--- config.mk ---
export PLATFORM = sky130hd
export DESIGN_NAME = tremolo_pulse_pair_sequencer_flat
export DESIGN_NICKNAME = d
export VERILOG_FILES = /design/src/hdl/tpps_pkg.sv /design/src/hdl/tpps_if.sv /design/src/hdl/tremolo_pulse_pair_sequencer.sv /design/src/flat_wrapper.sv
export SDC_FILE = /design/constraint.sdc
export NUM_CORES = 1
export LEC_CHECK = 0
export BUFFER_PORTS_ARGS = -buffer_cell sky130_fd_sc_hd__buf_2
export CAP_MARGIN = 20
export CORE_MARGIN = 1.5
export CORE_UTILIZATION = 52
export CTS_CLUSTER_SIZE = 10
export DETAILED_ROUTE_END_ITERATION = 8
export MAX_ROUTING_LAYER = met4
export PLACE_DENSITY = 0.79
export SLEW_MARGIN = 20
export SYNTH_ARGS = -nofsm -noshare
export SYNTH_HDL_FRONTEND = slang
export SYNTH_SLANG_ARGS = --single-unit
--- constraint.sdc ---
create_clock -name clk -period 35 [get_ports clk]
set_clock_uncertainty 0.05 [all_clocks]
set_input_delay 3.5 -clock clk [delete_from_list [all_inputs] [get_ports clk]]
set_output_delay 3.5 -clock clk [all_outputs]
set_load 0.02 [all_outputs]
--- src/hdl/tpps_pkg.sv ---
// Types and constants shared by the tremolo pulse pair sequencer files.
`timescale 1ns / 1ps
`default_nettype none

package tpps_pkg;

    localparam int AMP_W      = 8;
    localparam int DUR_W      = 8;
    localparam int DUR_INT_W  = 10;
    localparam int PROD_W     = 16;
    localparam int MUL_W      = 32;
    localparam int ARITH_W    = 12;
    localparam int VAR_W      = 8;
    localparam int REP_W      = 8;
    localparam int STEP_W     = 8;
    localparam int HOLD_W     = 6;
    localparam int TREM_W     = 8;
    localparam int RATE_W     = 6;
    localparam int HCNT_W     = 4;
    localparam int CFG_ADDR_W = 5;
    localparam int CFG_DATA_W = 32;

    // floor(p / 100) for p < 65536 as ((p >> 2) * 20972) >> 19
    localparam logic [PROD_W-1:0] DIV100_MUL   = 16'd20972;
    localparam int                DIV100_SHIFT = 19;

    localparam logic [STEP_W-1:0] RAMP_PAIRS = 8'd14;
    localparam logic [STEP_W-1:0] RAMP_LAST  = 8'd13;

    localparam logic signed [ARITH_W-1:0] RAMP_DELTA = 12'sd12;
    localparam logic signed [ARITH_W-1:0] AMP_MIN    = 12'sd16;
    localparam logic signed [ARITH_W-1:0] AMP_MAX    = 12'sd239;
    localparam logic signed [ARITH_W-1:0] DUR_MIN    = 12'sd6;
    localparam logic signed [ARITH_W-1:0] DUR_MAX    = 12'sd239;

    typedef enum logic [1:0] {
        PH_IDLE,
        PH_ATTACK,
        PH_PLATEAU,
        PH_RELEASE
    } phase_t;

    typedef enum logic {
        KIND_START = 1'b0,
        KIND_TICK  = 1'b1
    } kind_t;

    typedef enum logic [2:0] {
        REG_AMP_VAR_A,
        REG_AMP_VAR_B,
        REG_DUR_VAR_A,
        REG_DUR_VAR_B,
        REG_REPEAT_COUNT,
        REG_PLATEAU_STEPS,
        REG_TREMOLO_RATE,
        REG_HOLD_COUNT
    } cfg_reg_t;

    // Sequencer position
    typedef struct packed {
        phase_t              phase;
        logic [REP_W-1:0]    rep;
        logic [STEP_W-1:0]   step;
        logic [HOLD_W-1:0]   hold;
        logic [TREM_W-1:0]   trem;
    } seq_t;

endpackage

`default_nettype wire

--- src/hdl/tpps_if.sv ---
// Valid/ready channel interfaces for the command and result words.
`timescale 1ns / 1ps
`default_nettype none

interface tpps_cmd_if import tpps_pkg::*; ();
    logic             valid;
    logic             ready;
    logic             kind;
    logic [AMP_W-1:0] start_amp_a;
    logic [AMP_W-1:0] start_amp_b;
    logic [DUR_W-1:0] start_dur_a;
    logic [DUR_W-1:0] start_dur_b;
    logic [DUR_W-1:0] scale_percent;

    modport source (
        output valid, kind, start_amp_a, start_amp_b, start_dur_a, start_dur_b,
               scale_percent,
        input  ready
    );
    modport sink (
        input  valid, kind, start_amp_a, start_amp_b, start_dur_a, start_dur_b,
               scale_percent,
        output ready
    );
endinterface

interface tpps_res_if import tpps_pkg::*; ();
    logic             valid;
    logic             ready;
    logic [AMP_W-1:0] amplitude;
    logic [DUR_W-1:0] duration;
    logic             last;

    modport source (
        output valid, amplitude, duration, last,
        input  ready
    );
    modport sink (
        input  valid, amplitude, duration, last,
        output ready
    );
endinterface

`default_nettype wire

--- src/hdl/tremolo_pulse_pair_sequencer.sv ---
// Tremolo pulse pair sequencer: input register, sequencer step logic, result register.
// A tick word goes into the input register, then its result word into the result register.
// Throughput: one word per cycle while no result word stalls; while a result word waits,
// the input register holds one word. The only multiply chain (duration * percent, then the
// divide by 100) is split by the input register. Reset: rst_n asynchronous, active low;
// phase goes idle, registers take their reset values, no clearing pass.
`timescale 1ns / 1ps
`default_nettype none

module tremolo_pulse_pair_sequencer import tpps_pkg::*; (
    input  logic                  clk,
    input  logic                  rst_n,
    tpps_cmd_if.sink              cmd,
    tpps_res_if.source            res,
    input  logic                  psel,
    input  logic                  penable,
    input  logic                  pwrite,
    input  logic [CFG_ADDR_W-1:0] paddr,
    input  logic [CFG_DATA_W-1:0] pwdata,
    output logic [CFG_DATA_W-1:0] prdata,
    output logic                  pready
);

    // ---------------------------------------------------------------
    // Configuration registers (APB, zero wait state)
    // ---------------------------------------------------------------
    logic [VAR_W-1:0]  amp_var_a_reg, amp_var_b_reg, dur_var_a_reg, dur_var_b_reg;
    logic [REP_W-1:0]  repeat_count_reg;
    logic [STEP_W-1:0] plateau_steps_reg;
    logic [RATE_W-1:0] tremolo_rate_reg;
    logic [HCNT_W-1:0] hold_count_reg;
    logic              cfg_we;
    cfg_reg_t          cfg_sel;

    assign pready  = 1'b1;
    assign cfg_we  = psel && penable && pwrite && pready;
    assign cfg_sel = cfg_reg_t'(paddr[CFG_ADDR_W-1:2]);

    always_ff @(posedge clk or negedge rst_n)
    begin
        if (!rst_n)
        begin
            amp_var_a_reg     <= '0;
            amp_var_b_reg     <= '0;
            dur_var_a_reg     <= '0;
            dur_var_b_reg     <= '0;
            repeat_count_reg  <= REP_W'(1);
            plateau_steps_reg <= '0;
            tremolo_rate_reg  <= '0;
            hold_count_reg    <= '0;
        end
        else if (cfg_we)
        begin
            case (cfg_sel)
                REG_AMP_VAR_A:     amp_var_a_reg     <= pwdata[VAR_W-1:0];
                REG_AMP_VAR_B:     amp_var_b_reg     <= pwdata[VAR_W-1:0];
                REG_DUR_VAR_A:     dur_var_a_reg     <= pwdata[VAR_W-1:0];
                REG_DUR_VAR_B:     dur_var_b_reg     <= pwdata[VAR_W-1:0];
                REG_REPEAT_COUNT:  repeat_count_reg  <= pwdata[REP_W-1:0];
                REG_PLATEAU_STEPS: plateau_steps_reg <= pwdata[STEP_W-1:0];
                REG_TREMOLO_RATE:  tremolo_rate_reg  <= pwdata[RATE_W-1:0];
                REG_HOLD_COUNT:    hold_count_reg    <= pwdata[HCNT_W-1:0];
                default: ;
            endcase
        end
    end

    always_comb
    begin
        case (cfg_sel)
            REG_AMP_VAR_A:     prdata = CFG_DATA_W'(amp_var_a_reg);
            REG_AMP_VAR_B:     prdata = CFG_DATA_W'(amp_var_b_reg);
            REG_DUR_VAR_A:     prdata = CFG_DATA_W'(dur_var_a_reg);
            REG_DUR_VAR_B:     prdata = CFG_DATA_W'(dur_var_b_reg);
            REG_REPEAT_COUNT:  prdata = CFG_DATA_W'(repeat_count_reg);
            REG_PLATEAU_STEPS: prdata = CFG_DATA_W'(plateau_steps_reg);
            REG_TREMOLO_RATE:  prdata = CFG_DATA_W'(tremolo_rate_reg);
            REG_HOLD_COUNT:    prdata = CFG_DATA_W'(hold_count_reg);
            default:           prdata = '0;
        endcase
    end

    // ---------------------------------------------------------------
    // Input register. The duration * percent products are formed on the
    // way in; the divide by 100 follows in the step logic.
    // ---------------------------------------------------------------
    logic              s1_valid_reg, s1_valid_next;
    logic              s1_kind_reg;
    logic [AMP_W-1:0]  s1_amp_a_reg, s1_amp_b_reg;
    logic [PROD_W-1:0] s1_prod_a_reg, s1_prod_b_reg;
    logic              s1_take;
    logic              out_free;
    logic              cmd_fire;

    assign out_free  = !res.valid || res.ready;
    assign s1_take   = s1_valid_reg && out_free;
    assign cmd.ready = !s1_valid_reg || s1_take;
    assign cmd_fire  = cmd.valid && cmd.ready;

    always_comb
    begin
        if (cmd_fire)
            s1_valid_next = 1'b1;
        else if (s1_take)
            s1_valid_next = 1'b0;
        else
            s1_valid_next = s1_valid_reg;
    end

    always_ff @(posedge clk or negedge rst_n)
    begin
        if (!rst_n)
            s1_valid_reg <= 1'b0;
        else
            s1_valid_reg <= s1_valid_next;
    end

    always_ff @(posedge clk)
    begin
        if (cmd_fire)
        begin
            s1_kind_reg   <= cmd.kind;
            s1_amp_a_reg  <= cmd.start_amp_a;
            s1_amp_b_reg  <= cmd.start_amp_b;
            s1_prod_a_reg <= PROD_W'(cmd.start_dur_a) * PROD_W'(cmd.scale_percent);
            s1_prod_b_reg <= PROD_W'(cmd.start_dur_b) * PROD_W'(cmd.scale_percent);
        end
    end

    // quarter the product, then divide by 25 via reciprocal; exact for every 16-bit product
    logic [MUL_W-1:0]     div_a, div_b;
    logic [DUR_INT_W-1:0] quo_a, quo_b;

    assign div_a = MUL_W'(s1_prod_a_reg[PROD_W-1:2]) * MUL_W'(DIV100_MUL);
    assign div_b = MUL_W'(s1_prod_b_reg[PROD_W-1:2]) * MUL_W'(DIV100_MUL);
    assign quo_a = div_a[DIV100_SHIFT +: DUR_INT_W];
    assign quo_b = div_b[DIV100_SHIFT +: DUR_INT_W];

    // ---------------------------------------------------------------
    // Sequencer state
    // ---------------------------------------------------------------
    seq_t                 seq_reg, seq_next, cur, upd;
    logic [AMP_W-1:0]     amp_a_reg, amp_b_reg, amp_a_next, amp_b_next;
    logic [DUR_INT_W-1:0] dur_a_reg, dur_b_reg, dur_a_next, dur_b_next;
    logic [HOLD_W-1:0]    hold_lim;

    // the two words of the main pair plus the hold pairs of one plateau step
    assign hold_lim = HOLD_W'({1'b0, hold_count_reg, 1'b0}) + HOLD_W'(2);

    function automatic logic signed [ARITH_W-1:0] sx(input logic [VAR_W-1:0] v);
        sx = $signed({{(ARITH_W-VAR_W){v[VAR_W-1]}}, v});
    endfunction

    function automatic logic [AMP_W-1:0] clamp(
        input logic signed [ARITH_W-1:0] v,
        input logic signed [ARITH_W-1:0] lo,
        input logic signed [ARITH_W-1:0] hi
    );
        logic signed [ARITH_W-1:0] r;
        if (v < lo)
            r = lo;
        else if (v > hi)
            r = hi;
        else
            r = v;
        clamp = r[AMP_W-1:0];
    endfunction

    // One phase transition, if the position has run past its phase.
    function automatic seq_t settle_once(
        input seq_t              s,
        input logic [STEP_W-1:0] ps,
        input logic [HOLD_W-1:0] lim
    );
        seq_t r;
        r = s;
        case (s.phase)
            PH_ATTACK:
            begin
                if (s.step >= RAMP_PAIRS)
                begin
                    r.phase = PH_PLATEAU;
                    r.step  = '0;
                    r.hold  = '0;
                    r.trem  = '0;
                end
            end
            PH_PLATEAU:
            begin
                if (s.hold >= lim)
                begin
                    r.step = s.step + STEP_W'(1);
                    r.hold = '0;
                end
                else if (s.step >= ps)
                begin
                    r.phase = PH_RELEASE;
                    r.step  = '0;
                    r.hold  = '0;
                end
            end
            PH_RELEASE:
            begin
                if (s.step >= RAMP_PAIRS)
                begin
                    if (s.rep != '0)
                        r.rep = s.rep - REP_W'(1);
                    r.step  = '0;
                    r.phase = (r.rep == '0) ? PH_IDLE : PH_ATTACK;
                end
            end
            default: ;
        endcase
        settle_once = r;
    endfunction

    // at most two transitions chain; the third pass is margin
    function automatic seq_t settle(
        input seq_t              s,
        input logic [STEP_W-1:0] ps,
        input logic [HOLD_W-1:0] lim
    );
        settle = settle_once(settle_once(settle_once(s, ps, lim), ps, lim), ps, lim);
    endfunction

    // ---------------------------------------------------------------
    // Plateau step: tremolo direction, variations, clamps
    // ---------------------------------------------------------------
    logic                      trem_down;
    logic                      trem_wrap;
    logic signed [ARITH_W-1:0] dva, dvb, ava, avb;
    logic [AMP_W-1:0]          pl_amp_a, pl_amp_b;
    logic [DUR_W-1:0]          pl_dur_a, pl_dur_b;

    assign trem_down = cur.trem < TREM_W'({tremolo_rate_reg, 1'b0});
    assign trem_wrap = ({1'b0, cur.trem} + 9'd1) >= {1'b0, tremolo_rate_reg, 2'b00};

    // down: durations gain, amplitudes lose; otherwise the reverse
    assign dva = trem_down ? sx(dur_var_a_reg) : -sx(dur_var_a_reg);
    assign dvb = trem_down ? sx(dur_var_b_reg) : -sx(dur_var_b_reg);
    assign ava = trem_down ? -sx(amp_var_a_reg) : sx(amp_var_a_reg);
    assign avb = trem_down ? -sx(amp_var_b_reg) : sx(amp_var_b_reg);

    assign pl_dur_a = clamp($signed(ARITH_W'(dur_a_reg)) + dva, DUR_MIN, DUR_MAX);
    assign pl_dur_b = clamp($signed(ARITH_W'(dur_b_reg)) + dvb, DUR_MIN, DUR_MAX);
    assign pl_amp_a = clamp($signed(ARITH_W'(amp_a_reg)) + ava, AMP_MIN, AMP_MAX);
    assign pl_amp_b = clamp($signed(ARITH_W'(amp_b_reg)) + avb, AMP_MIN, AMP_MAX);

    // ---------------------------------------------------------------
    // Attack / release ramp: channel 0 up, channel 1 down (mirrored on release)
    // ---------------------------------------------------------------
    logic                      ramp_rel;
    logic signed [ARITH_W-1:0] ramp_da, ramp_db;
    logic [AMP_W-1:0]          rp_amp_a, rp_amp_b;

    assign ramp_rel = (cur.phase == PH_RELEASE);
    assign ramp_da  = ramp_rel ? -RAMP_DELTA : RAMP_DELTA;
    assign ramp_db  = ramp_rel ? RAMP_DELTA : -RAMP_DELTA;
    assign rp_amp_a = clamp($signed(ARITH_W'(amp_a_reg)) + ramp_da, AMP_MIN, AMP_MAX);
    assign rp_amp_b = clamp($signed(ARITH_W'(amp_b_reg)) + ramp_db, AMP_MIN, AMP_MAX);

    // ---------------------------------------------------------------
    // Step logic
    // ---------------------------------------------------------------
    logic             emit;
    logic [AMP_W-1:0] out_amp;
    logic [DUR_W-1:0] out_dur;
    logic             out_last;

    always_comb
    begin
        // registers may have changed since the last tick: settle first
        cur        = settle(seq_reg, plateau_steps_reg, hold_lim);
        upd        = cur;
        seq_next   = seq_reg;
        amp_a_next = amp_a_reg;
        amp_b_next = amp_b_reg;
        dur_a_next = dur_a_reg;
        dur_b_next = dur_b_reg;
        emit       = 1'b0;
        out_amp    = amp_a_reg;
        out_dur    = dur_a_reg[DUR_W-1:0];
        out_last   = 1'b0;

        if (s1_take)
        begin
            if (s1_kind_reg == KIND_START)
            begin
                amp_a_next     = s1_amp_a_reg;
                amp_b_next     = s1_amp_b_reg;
                dur_a_next     = quo_a;
                dur_b_next     = quo_b;
                seq_next.rep   = repeat_count_reg;
                seq_next.step  = '0;
                seq_next.hold  = '0;
                seq_next.trem  = '0;
                seq_next.phase = (repeat_count_reg == '0) ? PH_IDLE : PH_ATTACK;
            end
            else if (cur.phase == PH_IDLE)
            begin
                seq_next = cur;
            end
            else
            begin
                emit = 1'b1;
                if (cur.phase == PH_PLATEAU)
                begin
                    if (cur.hold == '0)
                    begin
                        amp_a_next = pl_amp_a;
                        amp_b_next = pl_amp_b;
                        dur_a_next = DUR_INT_W'(pl_dur_a);
                        dur_b_next = DUR_INT_W'(pl_dur_b);
                        upd.trem   = trem_wrap ? '0 : cur.trem + TREM_W'(1);
                    end
                    // main pair first, then holds swap the durations across
                    if (cur.hold == '0)
                    begin
                        out_amp = amp_a_next;
                        out_dur = dur_a_next[DUR_W-1:0];
                    end
                    else if (cur.hold == HOLD_W'(1))
                    begin
                        out_amp = amp_b_next;
                        out_dur = dur_b_next[DUR_W-1:0];
                    end
                    else if (!cur.hold[0])
                    begin
                        out_amp = amp_a_next;
                        out_dur = dur_b_next[DUR_W-1:0];
                    end
                    else
                    begin
                        out_amp = amp_b_next;
                        out_dur = dur_a_next[DUR_W-1:0];
                    end
                    upd.hold = cur.hold + HOLD_W'(1);
                end
                else
                begin
                    // low step bit picks the channel
                    if (cur.step[0])
                    begin
                        amp_b_next = rp_amp_b;
                        out_amp    = rp_amp_b;
                        out_dur    = dur_b_reg[DUR_W-1:0];
                    end
                    else
                    begin
                        amp_a_next = rp_amp_a;
                        out_amp    = rp_amp_a;
                        out_dur    = dur_a_reg[DUR_W-1:0];
                    end
                    out_last = ramp_rel && (cur.step == RAMP_LAST) && (cur.rep <= REP_W'(1));
                    upd.step = cur.step + STEP_W'(1);
                end
                seq_next = settle(upd, plateau_steps_reg, hold_lim);
            end
        end
    end

    always_ff @(posedge clk or negedge rst_n)
    begin
        if (!rst_n)
        begin
            seq_reg   <= '{phase: PH_IDLE, rep: '0, step: '0, hold: '0, trem: '0};
            amp_a_reg <= '0;
            amp_b_reg <= '0;
            dur_a_reg <= '0;
            dur_b_reg <= '0;
        end
        else
        begin
            seq_reg   <= seq_next;
            amp_a_reg <= amp_a_next;
            amp_b_reg <= amp_b_next;
            dur_a_reg <= dur_a_next;
            dur_b_reg <= dur_b_next;
        end
    end

    // ---------------------------------------------------------------
    // Result register
    // ---------------------------------------------------------------
    logic             res_valid_reg, res_valid_next;
    logic [AMP_W-1:0] res_amp_reg;
    logic [DUR_W-1:0] res_dur_reg;
    logic             res_last_reg;

    always_comb
    begin
        if (emit)
            res_valid_next = 1'b1;
        else if (res.ready)
            res_valid_next = 1'b0;
        else
            res_valid_next = res_valid_reg;
    end

    always_ff @(posedge clk or negedge rst_n)
    begin
        if (!rst_n)
            res_valid_reg <= 1'b0;
        else
            res_valid_reg <= res_valid_next;
    end

    always_ff @(posedge clk)
    begin
        if (emit)
        begin
            res_amp_reg  <= out_amp;
            res_dur_reg  <= out_dur;
            res_last_reg <= out_last;
        end
    end

    assign res.valid     = res_valid_reg;
    assign res.amplitude = res_amp_reg;
    assign res.duration  = res_dur_reg;
    assign res.last      = res_last_reg;

endmodule

`default_nettype wire

--- src/flat_wrapper.sv ---
// flat-port wrapper written by rule: the top's interface ports become plain ports
module tremolo_pulse_pair_sequencer_flat import tpps_pkg::*;
  (clk, rst_n, psel, penable, pwrite, paddr, pwdata, prdata, pready, cmd_valid, cmd_kind, cmd_start_amp_a, cmd_start_amp_b, cmd_start_dur_a, cmd_start_dur_b, cmd_scale_percent, cmd_ready, res_valid, res_amplitude, res_duration, res_last, res_ready);
  tpps_cmd_if cmd_i ();
  tpps_res_if res_i ();
  input  logic clk;
  input  logic rst_n;
  input  logic psel;
  input  logic penable;
  input  logic pwrite;
  input  logic [CFG_ADDR_W-1:0] paddr;
  input  logic [CFG_DATA_W-1:0] pwdata;
  output logic [CFG_DATA_W-1:0] prdata;
  output logic pready;
  input wire logic [$bits(cmd_i.valid)-1:0] cmd_valid;
  input wire logic [$bits(cmd_i.kind)-1:0] cmd_kind;
  input wire logic [$bits(cmd_i.start_amp_a)-1:0] cmd_start_amp_a;
  input wire logic [$bits(cmd_i.start_amp_b)-1:0] cmd_start_amp_b;
  input wire logic [$bits(cmd_i.start_dur_a)-1:0] cmd_start_dur_a;
  input wire logic [$bits(cmd_i.start_dur_b)-1:0] cmd_start_dur_b;
  input wire logic [$bits(cmd_i.scale_percent)-1:0] cmd_scale_percent;
  output wire logic [$bits(cmd_i.ready)-1:0] cmd_ready;
  output wire logic [$bits(res_i.valid)-1:0] res_valid;
  output wire logic [$bits(res_i.amplitude)-1:0] res_amplitude;
  output wire logic [$bits(res_i.duration)-1:0] res_duration;
  output wire logic [$bits(res_i.last)-1:0] res_last;
  input wire logic [$bits(res_i.ready)-1:0] res_ready;
  assign cmd_i.valid = cmd_valid;
  assign cmd_i.kind = cmd_kind;
  assign cmd_i.start_amp_a = cmd_start_amp_a;
  assign cmd_i.start_amp_b = cmd_start_amp_b;
  assign cmd_i.start_dur_a = cmd_start_dur_a;
  assign cmd_i.start_dur_b = cmd_start_dur_b;
  assign cmd_i.scale_percent = cmd_scale_percent;
  assign cmd_ready = cmd_i.ready;
  assign res_valid = res_i.valid;
  assign res_amplitude = res_i.amplitude;
  assign res_duration = res_i.duration;
  assign res_last = res_i.last;
  assign res_i.ready = res_ready;
  tremolo_pulse_pair_sequencer u_core (.clk(clk), .rst_n(rst_n), .cmd(cmd_i), .res(res_i), .psel(psel), .penable(penable), .pwrite(pwrite), .paddr(paddr), .pwdata(pwdata), .prdata(prdata), .pready(pready));
endmodule
==> results.sh, run 1 <==
export IMPL_min_from="u_core.s1_amp_a_reg[1]"
export IMPL_drt_first_pass_iters=5
export IMPL_rsz0062_at_grt="no"
export IMPL_maxSlewHeadroom_pct=26.50
export IMPL_worstSetupStartpointType="register"
export IMPL_synth_seq_cells=190
export IMPL_clockBufferDepth=2
export IMPL_cp_arrival_ns=18.15
export IMPL_initial_core_util_pct=52.77
export IMPL_synth_cells=3746
export IMPL_setup_viol=0
export IMPL_numCtsBuffers=17
export IMPL_drive_gt1_share_pct=8.291
export IMPL_cts_root_buf="clkbuf_16"
export IMPL_holdPathStages=2
export IMPL_synth_edff_count=62
export IMPL_post_cts_setup_buffer_count=0
export IMPL_drt_iter0_drc=2441
export IMPL_max_clock_freq_mhz=56.28
export IMPL_reg2reg_depth=78
export IMPL_ys_flop_type="dfrtp_1"
export IMPL_ys_types=124
export IMPL_grt_usage_pct=30.54
export IMPL_min_to="u_core.amp_a_reg[1]"
export IMPL_rows=90
export IMPL_grt_antenna_before_repair=2
export IMPL_finalHoldViolCount=0
export IMPL_totalWireLength_mm=92.86
export IMPL_nets=4506
export IMPL_cts_sinks=190
export IMPL_multi_input_area_um2=24470
export IMPL_rr_startpoint="u_core.hold_count_reg[0]"
export IMPL_timing_rr_end="u_core.seq_reg[9]"
export IMPL_slowest_delay_ns=0.61
export IMPL_drc_errors=0
export IMPL_area_delta_synth_final_pct=5.362
export IMPL_htreeDepth=4
export IMPL_ys_seq_area_share_pct=15.85
export IMPL_nFillCells=5508
export IMPL_worstHoldPathType="reg -> reg"
export IMPL_worst_setup_path_type="reg -> reg"
export IMPL_period_share_pct=50.77
export IMPL_clk_latency_ns=0.51
export IMPL_critPathCaptureType="register"
export IMPL_cts_hold_buf=0
export IMPL_required_ns=35.38
export IMPL_largest_register_ff_count=32
export IMPL_netlist_area_um2=31970
export IMPL_worst_path_buf_inv=4
export IMPL_setup_tns_final_ns=0
export IMPL_top_layer="met4"
export IMPL_cap_violations=0
export IMPL_ant_nets=0
export IMPL_seqCellArea_um2=5066
export IMPL_worst_slew_pin_slew_ns=1.102
export IMPL_syn_area_per_cell_um2=8.535
export IMPL_status="complete, no violations"
export IMPL_dr_wl_met2_mm=42.57
export IMPL_grt_pass1_vias=27250
export IMPL_grt_pass1_wl_mm=147.7
export IMPL_wire_per_inst_um=20.37
export IMPL_crit_slowest_cell="xnor2_1"
export IMPL_port_buffers=85
export IMPL_tritoncts="done"
export IMPL_die_w_um=251.0
export IMPL_cp_max_fo=64
export IMPL_vias_per_cell=6.205
export IMPL_via_count=28280
export IMPL_crit_family="compound AO/OA/AOI/OAI gates"
export IMPL_dieHeight_um=251.0
export IMPL_grt_max_degree=73
export IMPL_r2r_slack_ns=17.23
export IMPL_io_pins=137
export IMPL_yosysWarnings=0
export IMPL_wl_met3_mm=7.310
export IMPL_core_um2=60580
export IMPL_die_area_um2=62980
export IMPL_met1_length_mm=39.61
export IMPL_path_clk_slew_ns=0.09
export IMPL_dp_hpwl_mm=73.50
export IMPL_synth_async_reset_ratio_pct=67.37
export IMPL_finalMaxSlewViolations=0
export IMPL_hold_slack_ns=0.4895
export IMPL_place_congestion=1.001
export IMPL_gr_total_overflow=0
export IMPL_cts_resized=0
export IMPL_period_needed_ns=17.77
## worst register-to-register path, delay by kind of cell, from the launching register on
| family | cells | cell delay [ns] |
|---|---|---|
| AOI/OAI and AO/OA | 40 | 9.68 |
| and+or+nand+nor | 25 | 3.53 |
| adders and majority gates | 8 | 2.34 |
| buffers and inverters | 4 | 1.05 |
| xor gates and xnor gates | 1 | 0.61 |
| DFF | 1 | 0.42 |
## cells in the mapped netlist (13+ instances only)
cell	n	area, µm²
inv_1	500	1877
ha_1	455	5693
nand2_1	274	1028
a21oi_1	235	1176
nor2_1	220	825.8
fa_1	204	4084
o21ai_0	186	930.9
dfrtp_1	127	3178
and2_1	112	700.7
xnor2_1	98	858.3
clkbuf_1	91	341.6
a21o_1	74	555.5
nand3_1	70	350.3
mux2_2	66	743.2
edfxtp_1	62	1862
xor2_1	55	481.7
o21bai_1	47	352.8
mux2i_1	45	450.4
nor3_1	45	225.2
nand2b_1	41	256.5
nor2b_1	40	250.2
o22ai_1	39	244.0
a31oi_1	38	237.7
a211oi_1	37	277.8
o211ai_1	34	255.2
and3_1	30	187.7
a22oi_1	27	202.7
nand4_1	27	168.9
o31ai_1	27	202.7
buf_4	25	187.7
or3_1	24	150.1
o21ai_1	23	115.1
nor4_1	17	106.4
o2111ai_1	13	113.9
## worst max path at each step
stage	depth (start not counted)	end	startpoint	slack, ns
floorplan	82	u_core.seq_reg[9]	u_core.hold_count_reg[0]	20.59
global placement	72	u_core.seq_reg[9]	u_core.hold_count_reg[0]	17.90
detailed placement	74	u_core.seq_reg[9]	u_core.hold_count_reg[0]	17.81
CTS	74	u_core.seq_reg[9]	u_core.hold_count_reg[0]	17.76
global route	78	u_core.seq_reg[9]	u_core.hold_count_reg[0]	15.96
finish	78	u_core.seq_reg[9]	u_core.hold_count_reg[0]	17.23
## cells in the final DEF, fill, tap and decap left out, types with 22 or more instances in the layout
cell type / n
nand2_1: 274
or3_1: 24
and3_1: 30
dfrtp_1: 127
nor2_1: 220
a31oi_1: 38
xor2_1: 54
a21o_1: 74
buf_2: 84
and2_1: 111
nor3_1: 44
o211ai_1: 34
a211oi_1: 37
buf_4: 24
o21ai_1: 22
nor2b_1: 40
o31ai_1: 27
o22ai_1: 38
a22oi_1: 27
inv_1: 500
a21oi_1: 235
conb_1: 25
mux2i_1: 45
xnor2_1: 98
fa_1: 204
o21ai_0: 186
nand3_1: 70
nand4_1: 27
nand2b_1: 41
o21bai_1: 47
ha_1: 454
edfxtp_1: 62
mux2_2: 66
## cells by family after synthesis
kind of cell,Yosys count,synth area share (%)
buffers and inverters,641,7.960
other,2,0.02349
multiplexers,121,4.352
flip-flops,190,15.85
XOR/XNOR,153,4.191
adder cells (fa/ha/maj),659,30.58
AND/OR/NAND/NOR,975,15.47
AO/OA/AOI/OAI,1005,21.58
## cell type report
class	instances	area share [%]
Antenna cell	1	0.007429
Clock buffer	17	1.263
Clock inverter	15	0.6797
Inverter	506	5.638
Multi-Input combinational cell	2938	72.65
Sequential cell	190	15.04
Tap cell	782	2.905
Timing Repair Buffer	109	1.816
## metrics by stage
step	cell area (µm²)	setup slack, ns	instances	util, %
5_1_grt	33690	15.96	4558	55.60
3_3_place_gp	33020	17.90	4525	54.50
3_5_place_dp	33020	17.81	4525	54.50
4_1_cts	33670	17.76	4557	55.58
6_report	33690	17.23	4558	55.60
2_1_floorplan	32060	20.59	3769	-
## per-layer routing
layer	vias to the layer above	track usage, %
met1	13670	39.73
met3	207	5.136
li1	13240	-
met5	-	-
met2	1164	48.06
met4	0	10.88
Power of run 1 is left out: the tool's default activity adds up to more than one toggle a clock period on the data nets, which glitch-free logic cannot reach.
==> run 2: changes to the inputs <==
clock period = 18.35 ns   (was 35 ns; I/O delays follow)
==> results.sh, run 2 (synthesis gave the netlist of run 1 again) <==
export IMPL_status="complete, no violations"
export IMPL_rows=90
export IMPL_rr_startpoint="u_core.hold_count_reg[0]"
export IMPL_place_congestion=0.9959
export IMPL_worstHoldPathType="reg -> reg"
export IMPL_period_share_pct=92.25
export IMPL_multi_input_area_um2=24490
export IMPL_nFillCells=5453
export IMPL_crit_slowest_cell="ha_1"
export IMPL_clockBufferDepth=2
export IMPL_worst_slew_pin_slew_ns=1.072
export IMPL_cap_violations=0
export IMPL_die_w_um=251.0
export IMPL_max_clock_freq_mhz=59.07
export IMPL_vias_per_cell=6.207
export IMPL_totalWireLength_mm=91.31
export IMPL_gr_total_overflow=0
export IMPL_io_pins=137
export IMPL_final_cell_mix="inv_1, ha_1, nand2_1"
export IMPL_setup_tns_final_ns=0
export IMPL_grt_pass1_vias=27250
export IMPL_required_ns=18.74
export IMPL_core_um2=60580
export IMPL_drt_iter0_drc=2795
export IMPL_min_from="u_core.res.valid"
export IMPL_finalHoldViolCount=0
export IMPL_drt_first_pass_iters=6
export IMPL_via_count=28310
export IMPL_grt_usage_pct=30.19
export IMPL_htreeDepth=4
export IMPL_numCtsBuffers=17
export IMPL_crit_path_start="u_core.hold_count_reg[0]"
export IMPL_grt_antenna_before_repair=2
export IMPL_setup_viol=0
export IMPL_worst_setup_path_type="reg -> reg"
export IMPL_min_to="u_core.res.valid"
export IMPL_cp_arrival_ns=17.31
export IMPL_dp_hpwl_mm=72.45
export IMPL_holdPathStages=2
export IMPL_drc_errors=0
export IMPL_finalMaxSlewViolations=0
export IMPL_critPathCaptureType="register"
export IMPL_cts_root_buf="clkbuf_16"
export IMPL_rsz0062_at_grt="no"
export IMPL_port_buffers=85
export IMPL_worstSetupStartpointType="register"
export IMPL_cts_hold_buf=0
export IMPL_ant_nets=0
export IMPL_post_cts_setup_buffer_count=0
export IMPL_reg2reg_depth=76
export IMPL_wire_per_inst_um=20.02
export IMPL_area_delta_synth_final_pct=5.471
export IMPL_dieHeight_um=251.0
export IMPL_largest_register_ff_count=32
export IMPL_cp_max_fo=25
export IMPL_drive_gt1_share_pct=8.419
export IMPL_path_clk_slew_ns=0.09
export IMPL_dp_slack_ns=1.165
export IMPL_die_area_um2=62980
export IMPL_r2r_slack_ns=1.42
export IMPL_grt_pass1_wl_mm=146.7
export IMPL_period_needed_ns=16.93
export IMPL_grt_max_degree=68
export IMPL_seqCellArea_um2=5066
export IMPL_layout_commonest_cell="inv_1"
export IMPL_maxSlewHeadroom_pct=27.92
export IMPL_layout_setup_ws_ns=1.421
export IMPL_nets=4508
export IMPL_slowest_delay_ns=0.56
export IMPL_timing_rr_end="u_core.seq_reg[9]"
export IMPL_initial_core_util_pct=52.77
export IMPL_cts_sinks=190
export IMPL_tritoncts="done"
export IMPL_clk_latency_ns=0.53
==> run 2: through the flow <==
step	cells	instance area [µm²]	utilization [%]	hold slack, ns
4_1_cts	4559	33680	55.60	0.5137
3_3_place_gp	4527	33030	54.52	0.4964
3_5_place_dp	4527	33030	54.52	0.4862
2_1_floorplan	3769	32060	-	0.4055
5_1_grt	4561	33720	55.66	0.5309
6_report	4561	33720	55.66	0.5144
==> run 2: worst max-delay path: cells and delay by family (launching register included) <==
kind	cells	cell delay [ns]
compound gates	35	7.85
simple gates	26	4.17
buf+inv	5	0.88
flops	1	0.44
fa+ha+maj	9	3.01
xor+xnor	1	0.40
==> run 2: final cells by class <==
class	count	area share, %
sequential	190	15.02
clock buffer	17	1.262
antenna	2	0.01484
tap	782	2.902
inverter	506	5.632
clock inverter	15	0.6716
timing repair buffer	111	1.859
multi-input combinational	2938	72.64
==> run 2: worst max path at each step <==
stage / slack, ns / cells past startpoint / to
after global routing: 0.17 / 76 / u_core.seq_reg[9]
after detailed placement: 1.16 / 76 / u_core.seq_reg[9]
after CTS: 1.12 / 76 / u_core.seq_reg[9]
final: 1.42 / 76 / u_core.seq_reg[9]
after floorplan: 3.94 / 82 / u_core.seq_reg[9]
after global placement: 1.52 / 78 / u_core.seq_reg[9]
==> run 2: timing repair <==
| action | 4_1_cts | 5_1_grt |
|---|---|---|
| endpoints found under the hold margin | 0 | 0 |
| endpoints found under the setup margin | 0 | 14 |
| gates resized for setup | 0 | 5 |
==> run 2: per-layer routing <==
metal  vias to the layer above  part of all wire, %  GRT usage [%]  wire length, µm
li1                      13280                    -              -                -
met4                         0                  4.7          13.51             4288
met5                         -                    0              -                0
met2                      1146                   45          45.86            40910
met1                     13640                   42          39.24            38000
met3                       244                  8.9          5.602             8116
Power of run 2 is left out for the same reason.
